File: config.mk
export PLATFORM = sky130hd
export DESIGN_NAME = position_list_stream_decoder
export DESIGN_NICKNAME = d
export VERILOG_FILES = /design/src/design/plsd_pkg.sv /design/src/design/plsd_front.sv /design/src/design/plsd_queue.sv /design/src/design/plsd_back.sv /design/src/design/position_list_stream_decoder.sv
export SDC_FILE = /design/constraint.sdc
export NUM_CORES = 1
export LEC_CHECK = 0
export ABC_CLOCK_PERIOD_IN_PS = 10600
export BUFFER_PORTS_ARGS = -buffer_cell sky130_fd_sc_hd__clkbuf_2
export CORE_ASPECT_RATIO = 0.8
export CORE_MARGIN = 1
export CORE_UTILIZATION = 55
export CTS_CLUSTER_SIZE = 30
export DETAILED_ROUTE_END_ITERATION = 16
export PLACE_DENSITY = 0.85
export SYNTH_ARGS = -nofsm -noshare
export SYNTH_HDL_FRONTEND = slang
export SYNTH_SLANG_ARGS = --single-unit
File: constraint.sdc
create_clock -name i_clk -period 10.6 [get_ports i_clk]
set_clock_uncertainty 0.05 [all_clocks]
set_input_delay 0.53 -clock i_clk [delete_from_list [all_inputs] [get_ports i_clk]]
set_output_delay 0.53 -clock i_clk [all_outputs]
set_load 0.01 [all_outputs]
File: src/design/plsd_pkg.sv
// ----------------------------------------------------------------------------
// plsd_pkg
// Shared types and constants of the posting-list stream decoder.
// ----------------------------------------------------------------------------
`default_nettype none

package plsd_pkg;

    localparam int DOC_W       = 64;
    localparam int POS_W       = 32;
    localparam int IN_TDATA_W  = 8;
    localparam int OUT_TDATA_W = 104;
    localparam int QUEUE_DEPTH = 2;
    localparam int ID_BYTES    = 8;
    localparam int VARINT_MAX  = 5;

    typedef enum logic [1:0] {
        KIND_POS   = 2'd0,
        KIND_EMPTY = 2'd1,
        KIND_ERR   = 2'd2
    } t_kind;

    typedef enum logic [1:0] {
        PH_ID    = 2'd0,
        PH_COUNT = 2'd1,
        PH_POS   = 2'd2,
        PH_DRAIN = 2'd3
    } t_phase;

    // one accepted byte's worth of results: an optional decoded result,
    // optionally followed by a truncation error
    typedef struct packed {
        logic [DOC_W-1:0] doc_id;
        logic [POS_W-1:0] position;
        t_kind            first_kind;
        logic             doc_done;
        logic             first_v;
        logic             err2;
    } t_cmd;

endpackage

`default_nettype wire

File: src/design/plsd_front.sv
// ----------------------------------------------------------------------------
// plsd_front
// Accepts buffer bytes, parses doc ids and varints, queues result commands.
// ----------------------------------------------------------------------------
`default_nettype none

module plsd_front
    import plsd_pkg::*;
(
    input  wire logic       i_clk,
    input  wire logic       i_rst_n,
    input  wire logic       i_valid,
    input  wire logic [7:0] i_byte,
    input  wire logic       i_last,
    input  wire logic       i_full,
    output logic            o_ready,
    output logic            o_push,
    output t_cmd            o_cmd
);

    t_phase            r_phase, n_phase;
    logic [2:0]        r_id_cnt, n_id_cnt;
    logic [DOC_W-1:0]  r_doc, n_doc;
    logic [POS_W-1:0]  r_vacc, n_vacc;
    logic [2:0]        r_vb, n_vb;
    logic [POS_W-1:0]  r_left, n_left;

    logic              acc;
    logic [POS_W-1:0]  ins;
    logic [POS_W-1:0]  v_val;
    logic [2:0]        vb_inc;
    logic              v_done;
    logic              v_over;
    logic [POS_W-1:0]  left_dec;

    assign o_ready  = ~i_full;
    assign acc      = i_valid & o_ready;
    assign left_dec = r_left - POS_W'(1);

    always_comb begin
        unique case (r_vb)
            3'd0:    ins = {25'b0, i_byte[6:0]};
            3'd1:    ins = {18'b0, i_byte[6:0], 7'b0};
            3'd2:    ins = {11'b0, i_byte[6:0], 14'b0};
            3'd3:    ins = {4'b0, i_byte[6:0], 21'b0};
            3'd4:    ins = {i_byte[3:0], 28'b0};
            default: ins = '0;
        endcase
        v_val  = r_vacc | ins;
        vb_inc = r_vb + 3'd1;
        v_done = ~i_byte[7];
        v_over = i_byte[7] & (vb_inc >= 3'(VARINT_MAX));
    end

    // next state
    always_comb begin
        n_phase  = r_phase;
        n_id_cnt = r_id_cnt;
        n_doc    = r_doc;
        n_vacc   = r_vacc;
        n_vb     = r_vb;
        n_left   = r_left;
        if (acc) begin
            unique case (r_phase)
                PH_ID: begin
                    if (r_id_cnt == 3'd0) begin
                        n_doc = {{(DOC_W-8){1'b0}}, i_byte};
                    end else begin
                        n_doc[{r_id_cnt, 3'b000} +: 8] = i_byte;
                    end
                    if (r_id_cnt == 3'(ID_BYTES-1)) begin
                        n_id_cnt = 3'd0;
                        n_phase  = PH_COUNT;
                    end else begin
                        n_id_cnt = r_id_cnt + 3'd1;
                    end
                end
                PH_COUNT, PH_POS: begin
                    if (v_done || v_over) begin
                        n_vacc = '0;
                        n_vb   = 3'd0;
                    end else begin
                        n_vacc = v_val;
                        n_vb   = vb_inc;
                    end
                    if (v_over) begin
                        n_phase = PH_DRAIN;
                    end else if (v_done && r_phase == PH_COUNT) begin
                        n_left  = v_val;
                        n_phase = (v_val == '0) ? PH_ID : PH_POS;
                    end else if (v_done) begin
                        n_left = left_dec;
                        if (left_dec == '0) begin
                            n_phase = PH_ID;
                        end
                    end
                end
                default: begin
                end
            endcase
            if (i_last) begin
                n_phase  = PH_ID;
                n_id_cnt = 3'd0;
                n_vacc   = '0;
                n_vb     = 3'd0;
                n_left   = '0;
            end
        end
    end

    // outputs
    always_comb begin
        logic errored;
        logic midrec;
        o_cmd            = '0;
        o_cmd.first_kind = KIND_ERR;
        errored          = 1'b0;
        unique case (r_phase)
            PH_COUNT: begin
                if (v_over) begin
                    o_cmd.first_v = 1'b1;
                    errored       = 1'b1;
                end else if (v_done && v_val == '0) begin
                    o_cmd.first_v    = 1'b1;
                    o_cmd.first_kind = KIND_EMPTY;
                    o_cmd.doc_done   = 1'b1;
                end
            end
            PH_POS: begin
                if (v_over) begin
                    o_cmd.first_v = 1'b1;
                    errored       = 1'b1;
                end else if (v_done) begin
                    o_cmd.first_v    = 1'b1;
                    o_cmd.first_kind = KIND_POS;
                    o_cmd.position   = v_val;
                    o_cmd.doc_done   = (left_dec == '0);
                end
            end
            PH_DRAIN: errored = 1'b1;
            default: begin
            end
        endcase
        midrec = (r_phase == PH_COUNT && !(v_done && v_val == '0))
               || (r_phase == PH_POS && !(v_done && left_dec == '0))
               || (r_phase == PH_ID && r_id_cnt != 3'(ID_BYTES-1))
               || (r_phase == PH_ID && r_id_cnt == 3'(ID_BYTES-1));
        o_cmd.err2   = i_last & midrec & ~errored;
        o_cmd.doc_id = n_doc;
        o_push       = acc & (o_cmd.first_v | o_cmd.err2);
    end

    always_ff @(posedge i_clk) begin
        if (!i_rst_n) begin
            r_phase  <= PH_ID;
            r_id_cnt <= 3'd0;
            r_doc    <= '0;
            r_vacc   <= '0;
            r_vb     <= 3'd0;
            r_left   <= '0;
        end else begin
            r_phase  <= n_phase;
            r_id_cnt <= n_id_cnt;
            r_doc    <= n_doc;
            r_vacc   <= n_vacc;
            r_vb     <= n_vb;
            r_left   <= n_left;
        end
    end

endmodule

`default_nettype wire

File: src/design/plsd_queue.sv
// ----------------------------------------------------------------------------
// plsd_queue
// Small register queue of result commands between front and back.
// ----------------------------------------------------------------------------
`default_nettype none

module plsd_queue
    import plsd_pkg::*;
#(
    parameter int DEPTH = QUEUE_DEPTH
) (
    input  wire logic i_clk,
    input  wire logic i_rst_n,
    input  wire logic i_push,
    input  t_cmd      i_cmd,
    input  wire logic i_pop,
    output logic      o_full,
    output logic      o_valid,
    output t_cmd      o_cmd
);

    localparam int PW = (DEPTH > 1) ? $clog2(DEPTH) : 1;
    localparam int CW = $clog2(DEPTH + 1);

    t_cmd          r_mem [DEPTH];
    logic [PW-1:0] r_wr, n_wr;
    logic [PW-1:0] r_rd, n_rd;
    logic [CW-1:0] r_cnt, n_cnt;

    assign o_full  = (r_cnt == CW'(DEPTH));
    assign o_valid = (r_cnt != '0);
    assign o_cmd   = r_mem[r_rd];

    always_comb begin
        n_wr  = r_wr;
        n_rd  = r_rd;
        n_cnt = r_cnt;
        if (i_push) begin
            n_wr = (r_wr == PW'(DEPTH - 1)) ? '0 : r_wr + PW'(1);
        end
        if (i_pop) begin
            n_rd = (r_rd == PW'(DEPTH - 1)) ? '0 : r_rd + PW'(1);
        end
        if (i_push && !i_pop) begin
            n_cnt = r_cnt + CW'(1);
        end else if (!i_push && i_pop) begin
            n_cnt = r_cnt - CW'(1);
        end
    end

    always_ff @(posedge i_clk) begin
        if (i_push) begin
            r_mem[r_wr] <= i_cmd;
        end
    end

    always_ff @(posedge i_clk) begin
        if (!i_rst_n) begin
            r_wr  <= '0;
            r_rd  <= '0;
            r_cnt <= '0;
        end else begin
            r_wr  <= n_wr;
            r_rd  <= n_rd;
            r_cnt <= n_cnt;
        end
    end

    a_no_overflow: assert property (@(posedge i_clk) disable iff (!i_rst_n)
        o_full |-> !i_push || i_pop) else $error("queue push while full");
    a_no_underflow: assert property (@(posedge i_clk) disable iff (!i_rst_n)
        i_pop |-> o_valid) else $error("queue pop while empty");
    a_cnt_range: assert property (@(posedge i_clk) disable iff (!i_rst_n)
        r_cnt <= CW'(DEPTH)) else $error("queue count out of range");

endmodule

`default_nettype wire

File: src/design/plsd_back.sv
// ----------------------------------------------------------------------------
// plsd_back
// Expands queued commands into result items behind an output register.
// ----------------------------------------------------------------------------
`default_nettype none

module plsd_back
    import plsd_pkg::*;
(
    input  wire logic        i_clk,
    input  wire logic        i_rst_n,
    input  wire logic        i_valid,
    input  t_cmd             i_cmd,
    output logic             o_pop,
    input  wire logic        i_ready,
    output logic             o_valid,
    output t_kind            o_kind,
    output logic [DOC_W-1:0] o_doc_id,
    output logic [POS_W-1:0] o_position,
    output logic             o_doc_done,
    output logic             o_run_last
);

    logic             r_valid, n_valid;
    logic             r_sec, n_sec;
    t_kind            r_kind, n_kind;
    logic [DOC_W-1:0] r_doc, n_doc;
    logic [POS_W-1:0] r_pos, n_pos;
    logic             r_done, n_done;
    logic             r_last, n_last;
    logic             load;

    assign load = ~r_valid | i_ready;

    always_comb begin
        n_valid = r_valid;
        n_sec   = r_sec;
        n_kind  = r_kind;
        n_doc   = r_doc;
        n_pos   = r_pos;
        n_done  = r_done;
        n_last  = r_last;
        o_pop   = 1'b0;
        if (load && i_valid) begin
            n_valid = 1'b1;
            n_doc   = i_cmd.doc_id;
            if (r_sec || !i_cmd.first_v) begin
                n_kind = KIND_ERR;
                n_pos  = '0;
                n_done = 1'b0;
                n_last = 1'b1;
                n_sec  = 1'b0;
                o_pop  = 1'b1;
            end else begin
                n_kind = i_cmd.first_kind;
                n_pos  = i_cmd.position;
                n_done = i_cmd.doc_done;
                n_last = ~i_cmd.err2;
                n_sec  = i_cmd.err2;
                o_pop  = ~i_cmd.err2;
            end
        end else if (i_ready) begin
            n_valid = 1'b0;
        end
    end

    always_ff @(posedge i_clk) begin
        r_kind <= n_kind;
        r_doc  <= n_doc;
        r_pos  <= n_pos;
        r_done <= n_done;
        r_last <= n_last;
    end

    always_ff @(posedge i_clk) begin
        if (!i_rst_n) begin
            r_valid <= 1'b0;
            r_sec   <= 1'b0;
        end else begin
            r_valid <= n_valid;
            r_sec   <= n_sec;
        end
    end

    assign o_valid    = r_valid;
    assign o_kind     = r_kind;
    assign o_doc_id   = r_doc;
    assign o_position = r_pos;
    assign o_doc_done = r_done;
    assign o_run_last = r_last;

    a_err_fields: assert property (@(posedge i_clk) disable iff (!i_rst_n)
        r_valid && r_kind == KIND_ERR |-> r_pos == '0 && !r_done && r_last)
        else $error("malformed error result");
    a_done_last: assert property (@(posedge i_clk) disable iff (!i_rst_n)
        r_valid && r_done |-> r_last) else $error("record end not run end");
    a_sec_follows: assert property (@(posedge i_clk) disable iff (!i_rst_n)
        r_sec |-> r_valid && !r_last) else $error("pending error without lead");

endmodule

`default_nettype wire

File: src/design/position_list_stream_decoder.sv
// ----------------------------------------------------------------------------
// position_list_stream_decoder
// Posting-list byte stream to (doc id, position) result stream.
// ----------------------------------------------------------------------------
// channel | dir | tdata                                  | tuser | tlast
// s_axis  | in  | data_byte                              | -     | buffer_end
// m_axis  | out | doc_id, position, doc_done (104 bits)  | kind  | run_last
//
// One byte per cycle while the queue is not full; each byte is parsed in the
// cycle it is taken. A byte with two results (position plus truncation error)
// fills the output register with each in turn; the command queue absorbs the
// difference. Results go from the front parse into the queue, queue to output.
// Reset (synchronous, i_rst_n low) returns the parser to idle, empties the
// queue and drops any result not yet taken. m_axis stalls back up through
// the queue into s_axis_tready.
// ----------------------------------------------------------------------------
`default_nettype none

module position_list_stream_decoder
    import plsd_pkg::*;
#(
    parameter int QDEPTH = QUEUE_DEPTH
) (
    input  wire logic                   i_clk,
    input  wire logic                   i_rst_n,
    input  wire logic                   s_axis_tvalid,
    output logic                        s_axis_tready,
    input  wire logic [IN_TDATA_W-1:0]  s_axis_tdata,   // [7:0] data_byte
    input  wire logic                   s_axis_tlast,   // buffer_end
    output logic                        m_axis_tvalid,
    input  wire logic                   m_axis_tready,
    output logic [OUT_TDATA_W-1:0]      m_axis_tdata,   // doc_id, position, doc_done
    output logic [1:0]                  m_axis_tuser,   // kind
    output logic                        m_axis_tlast    // run_last
);

    logic             push, pop, full, q_valid;
    t_cmd             f_cmd, q_cmd;
    t_kind            kind;
    logic [DOC_W-1:0] doc_id;
    logic [POS_W-1:0] position;
    logic             doc_done;

    plsd_front u_front (
        .i_clk   (i_clk),
        .i_rst_n (i_rst_n),
        .i_valid (s_axis_tvalid),
        .i_byte  (s_axis_tdata),
        .i_last  (s_axis_tlast),
        .i_full  (full),
        .o_ready (s_axis_tready),
        .o_push  (push),
        .o_cmd   (f_cmd)
    );

    plsd_queue #(
        .DEPTH (QDEPTH)
    ) u_queue (
        .i_clk   (i_clk),
        .i_rst_n (i_rst_n),
        .i_push  (push),
        .i_cmd   (f_cmd),
        .i_pop   (pop),
        .o_full  (full),
        .o_valid (q_valid),
        .o_cmd   (q_cmd)
    );

    plsd_back u_back (
        .i_clk      (i_clk),
        .i_rst_n    (i_rst_n),
        .i_valid    (q_valid),
        .i_cmd      (q_cmd),
        .o_pop      (pop),
        .i_ready    (m_axis_tready),
        .o_valid    (m_axis_tvalid),
        .o_kind     (kind),
        .o_doc_id   (doc_id),
        .o_position (position),
        .o_doc_done (doc_done),
        .o_run_last (m_axis_tlast)
    );

    assign m_axis_tuser = kind;
    assign m_axis_tdata = {7'b0, doc_done, position, doc_id};

endmodule

`default_nettype wire
==> flow_summary.rst <==
.. list-table::
   :header-rows: 1

   * - Metric
     - Value
   * - Final core utilization
     - 62.8%
   * - Post-synthesis register bit count
     - 445
   * - Cts bufs inserted
     - 42
   * - Cell count after placement
     - 1926
   * - Post-CTS sizing
     - 0
   * - Total number of vias
     - 11.9k
   * - Final number of max-transition violations
     - 0
   * - Total leakage power
     - 7.27 nW
   * - Data arrival time of the worst path
     - 5520 ps
   * - Tot GR Track Use
     - 24.6%
   * - Pwr dens
     - 226 nW/um^2
   * - Total power
     - 4.61 mW
   * - Detailed-route wire length per cell
     - 20.8 um
   * - Die W
     - 205 um
   * - Met3 usage
     - 5.09%
   * - Detail Route Antenna Nets
     - 0
   * - Area of the die
     - 33800 sq um
   * - Post-route setup slack
     - 5200 ps
   * - Wire length of the first global-routing pass
     - 63300 um
   * - Vias in the first global route
     - 11.3k
   * - Post-synthesis sequential area ratio
     - 65.6%
   * - Sequential power share
     - 49.6%
   * - Pin count of the biggest net entering global routing
     - 101
   * - CTS tree
     - built
   * - Synth warnings
     - 0
   * - Layout Nets
     - 1572
   * - Power share of the combinational group
     - 16.9%
   * - Synthesized area per cell
     - 12.4 sq um
   * - Starting density of the core
     - 55.8%
   * - Setup repair after global routing missed its margin
     - no
   * - HPWL after detailed placement
     - 26700 um
   * - Leading cell type in the layout, fill and taps excluded
     - edfxtp_1
   * - Latest clock arrival within the worst-skew pair
     - 560 ps
   * - Internal power consumption
     - 3.36 mW
   * - Ports
     - 122
   * - DRC violation total after the first TritonRoute iteration
     - 1224
   * - Met2 capacity usage during global routing
     - 37.4%
   * - Sw frac
     - 27.0%
   * - Result of the run
     - finished, final reports clean
   * - Minimum setup slack among reg-to-reg paths
     - 5200 ps
   * - Total clock sinks
     - 445
   * - Placer congestion estimate
     - 0.923
   * - Total cell area at the placement stage
     - 19000 sq um
   * - Most Crowded Layer GR
     - met2
   * - Crit-path max FO
     - 55
   * - Layout Cell Area excl Fill
     - 20400 sq um
   * - Worst path required time
     - 10720 ps
   * - Cell taking the most area after synthesis
     - edfxtp_1
   * - Proportion of register bits with asynchronous set or reset after synthesis
     - 0%
   * - Finished Layout Cells
     - 2005
   * - Leading cell types in the layout, fill and taps excluded
     - 302 x edfxtp_1, 183 x nor2_1, 142 x dfxtp_1, 113 x clkbuf_2, 95 x and2_1
   * - Post-route DRC
     - 0
   * - P&R area growth vs syn
     - 12.5%
   * - Final Hold Slack
     - 426 ps
   * - Buffer depth of the longest clock path
     - 3
   * - Detailed-route vias per instance
     - 5.91
   * - Dominant synthesized flop cell
     - edfxtp_1
   * - Syn Std Cell Area
     - 18200 sq um
   * - Top post-synthesis cells by area
     - edfxtp_1 50%, dfxtp_1 16%, mux2_2 4.5%, nor2_1 3.8%, and2_1 3.3%
   * - Final min period
     - 5400 ps
   * - Pre-antenna DRT Iters
     - 5
   * - Kind of critical path
     - flip-flop to flip-flop
   * - Remaining max-slew budget at the tightest pin
     - 14.3%
   * - Worst-case setup slack after placement
     - 5190 ps
   * - Final-layout setup total negative slack
     - 0 ps
   * - Portion of total power attributed to the clock network
     - 33.5%
   * - Period utilization
     - 50.9%
   * - Worst-margin pin slew
     - 1290 ps
   * - Classification of the worst-slack hold path
     - input port to flip-flop
   * - Port buffer count
     - 114
   * - Number of enable flip-flop cells after synthesis
     - 302
   * - Ratio of cells with drive above 1 in the final layout
     - 17.8%
   * - Sw power
     - 1.25 mW
   * - Cell at the root of the clock tree
     - clkbuf_16
   * - Antenna violations before repair
     - 3
   * - Final hold viol count
     - 0
   * - Peak clock frequency supported by timing
     - 0.185 GHz
   * - Number of distinct standard cells referenced by the synthesized netlist
     - 56
   * - Count of mapped cells out of synthesis
     - 1470
   * - Final global-route overflow total
     - 0
   * - Critical Path End Type
     - flip-flop
   * - Number of buffers added to fix hold violations after cts
     - 0
   * - Total wire length after detailed routing
     - 41700 um
   * - Post-CTS Setup Bufs
     - 0
   * - Synth top area share
     - 49.9%
   * - Num rows
     - 59
   * - Die Height
     - 165 um
   * - Final-report setup violation count
     - 0
   * - Peak ir drop on the vdd network
     - 0.120 mV
   * - Core area
     - 32600 sq um
   * - Startpoint types
     - flip-flop
   * - Global routing met1 resource utilization
     - 35.7%
   * - Number of H-tree levels
     - 2
   * - Clk pin slew, worst setup/hold paths
     - 70 ps
   * - Number of max-cap violations
     - 0
## routing by layer
metal | part of all wire, % | up-vias | wire (um)
met2 | 45 | 534 | 18600
met4 | 2.1 | 2 | 878
met3 | 8.6 | 68 | 3570
met5 | 0.026 | - | 11
li1 | - | 5429 | -
met1 | 45 | 5823 | 18600
## cell type report
type / instances / area, sq um
fill: 2314 / 12100
multi-input combinational: 914 / 5820
antenna: 1 / 2.50
tap: 427 / 534
sequential: 445 / 11900
timing repair buffer: 125 / 653
clock inverter: 21 / 208
clock buffer: 57 / 1230
inverter: 15 / 56.3
## power by group through the flow
stage | clock, mW | combinational, mW | sequential [mW]
after floorplan | 0 | 0.399 | 2.41
after global placement | 0 | 0.763 | 2.32
after detailed placement | 0 | 0.776 | 2.33
after CTS | 1.55 | 0.786 | 2.29
after global routing | 1.62 | 0.842 | 2.32
final | 1.54 | 0.780 | 2.29
## cell usage after synthesis (20+ instances only)
cell type,n
nand2_1,82
mux2_2,73
and2_1,96
nor2_1,184
clkbuf_1,88
nor4_1,20
edfxtp_1,302
a21boi_0,24
a21oi_1,66
o21ai_0,65
nor3_1,22
dfxtp_1,143
mux2i_1,59
nor2b_1,39
## logic make-up after synthesis
family / count (synthesis) / share of synthesized area [%]
simple gates: 506 / 13.7
flops: 445 / 65.6
compound gates: 238 / 8.38
mux: 132 / 7.77
buf+inv: 117 / 2.64
fa+ha+maj: 16 / 1.10
xor+xnor: 15 / 0.723
other cells: 1 / 0.0206
## worst paths after layout
path | end | startpoint | cells past startpoint
hold / removal | u_queue.r_mem[0][0] | s_axis_tlast | 3
setup reg to reg | u_queue.r_mem[0][77] | u_front.r_left[0] | 12
setup / recovery | u_queue.r_mem[0][77] | u_front.r_left[0] | 12
hold reg to reg | u_front.r_left[7] | u_front.r_left[7] | 2
## worst max-delay path, cell delays in order, from the launching register on
cell and delay [ps]:
dfxtp_1 380, inv_1 80, ha_1 250, or4b_1 600
nor4_1 760, nand4_1 210, xnor2_1 280, o31a_1 190
o41ai_2 110, a21oi_2 270, nor2b_4 570, buf_4 510
buf_4 700
## registers in the layout, summed over array words and instances (netlist names), 2 cells and up, named ones only
name               count
u_front.r_vacc        32
u_front.r_left        32
u_front.r_id_cnt       3
u_front.r_phase        2
u_queue.r_mem        202
u_back.o_position     32
u_front.r_vb           3
u_queue.r_cnt          2
u_back.o_doc_id       64
u_back.o_kind          2
u_front.r_doc         64
Power figures use the tool's default switching activity.
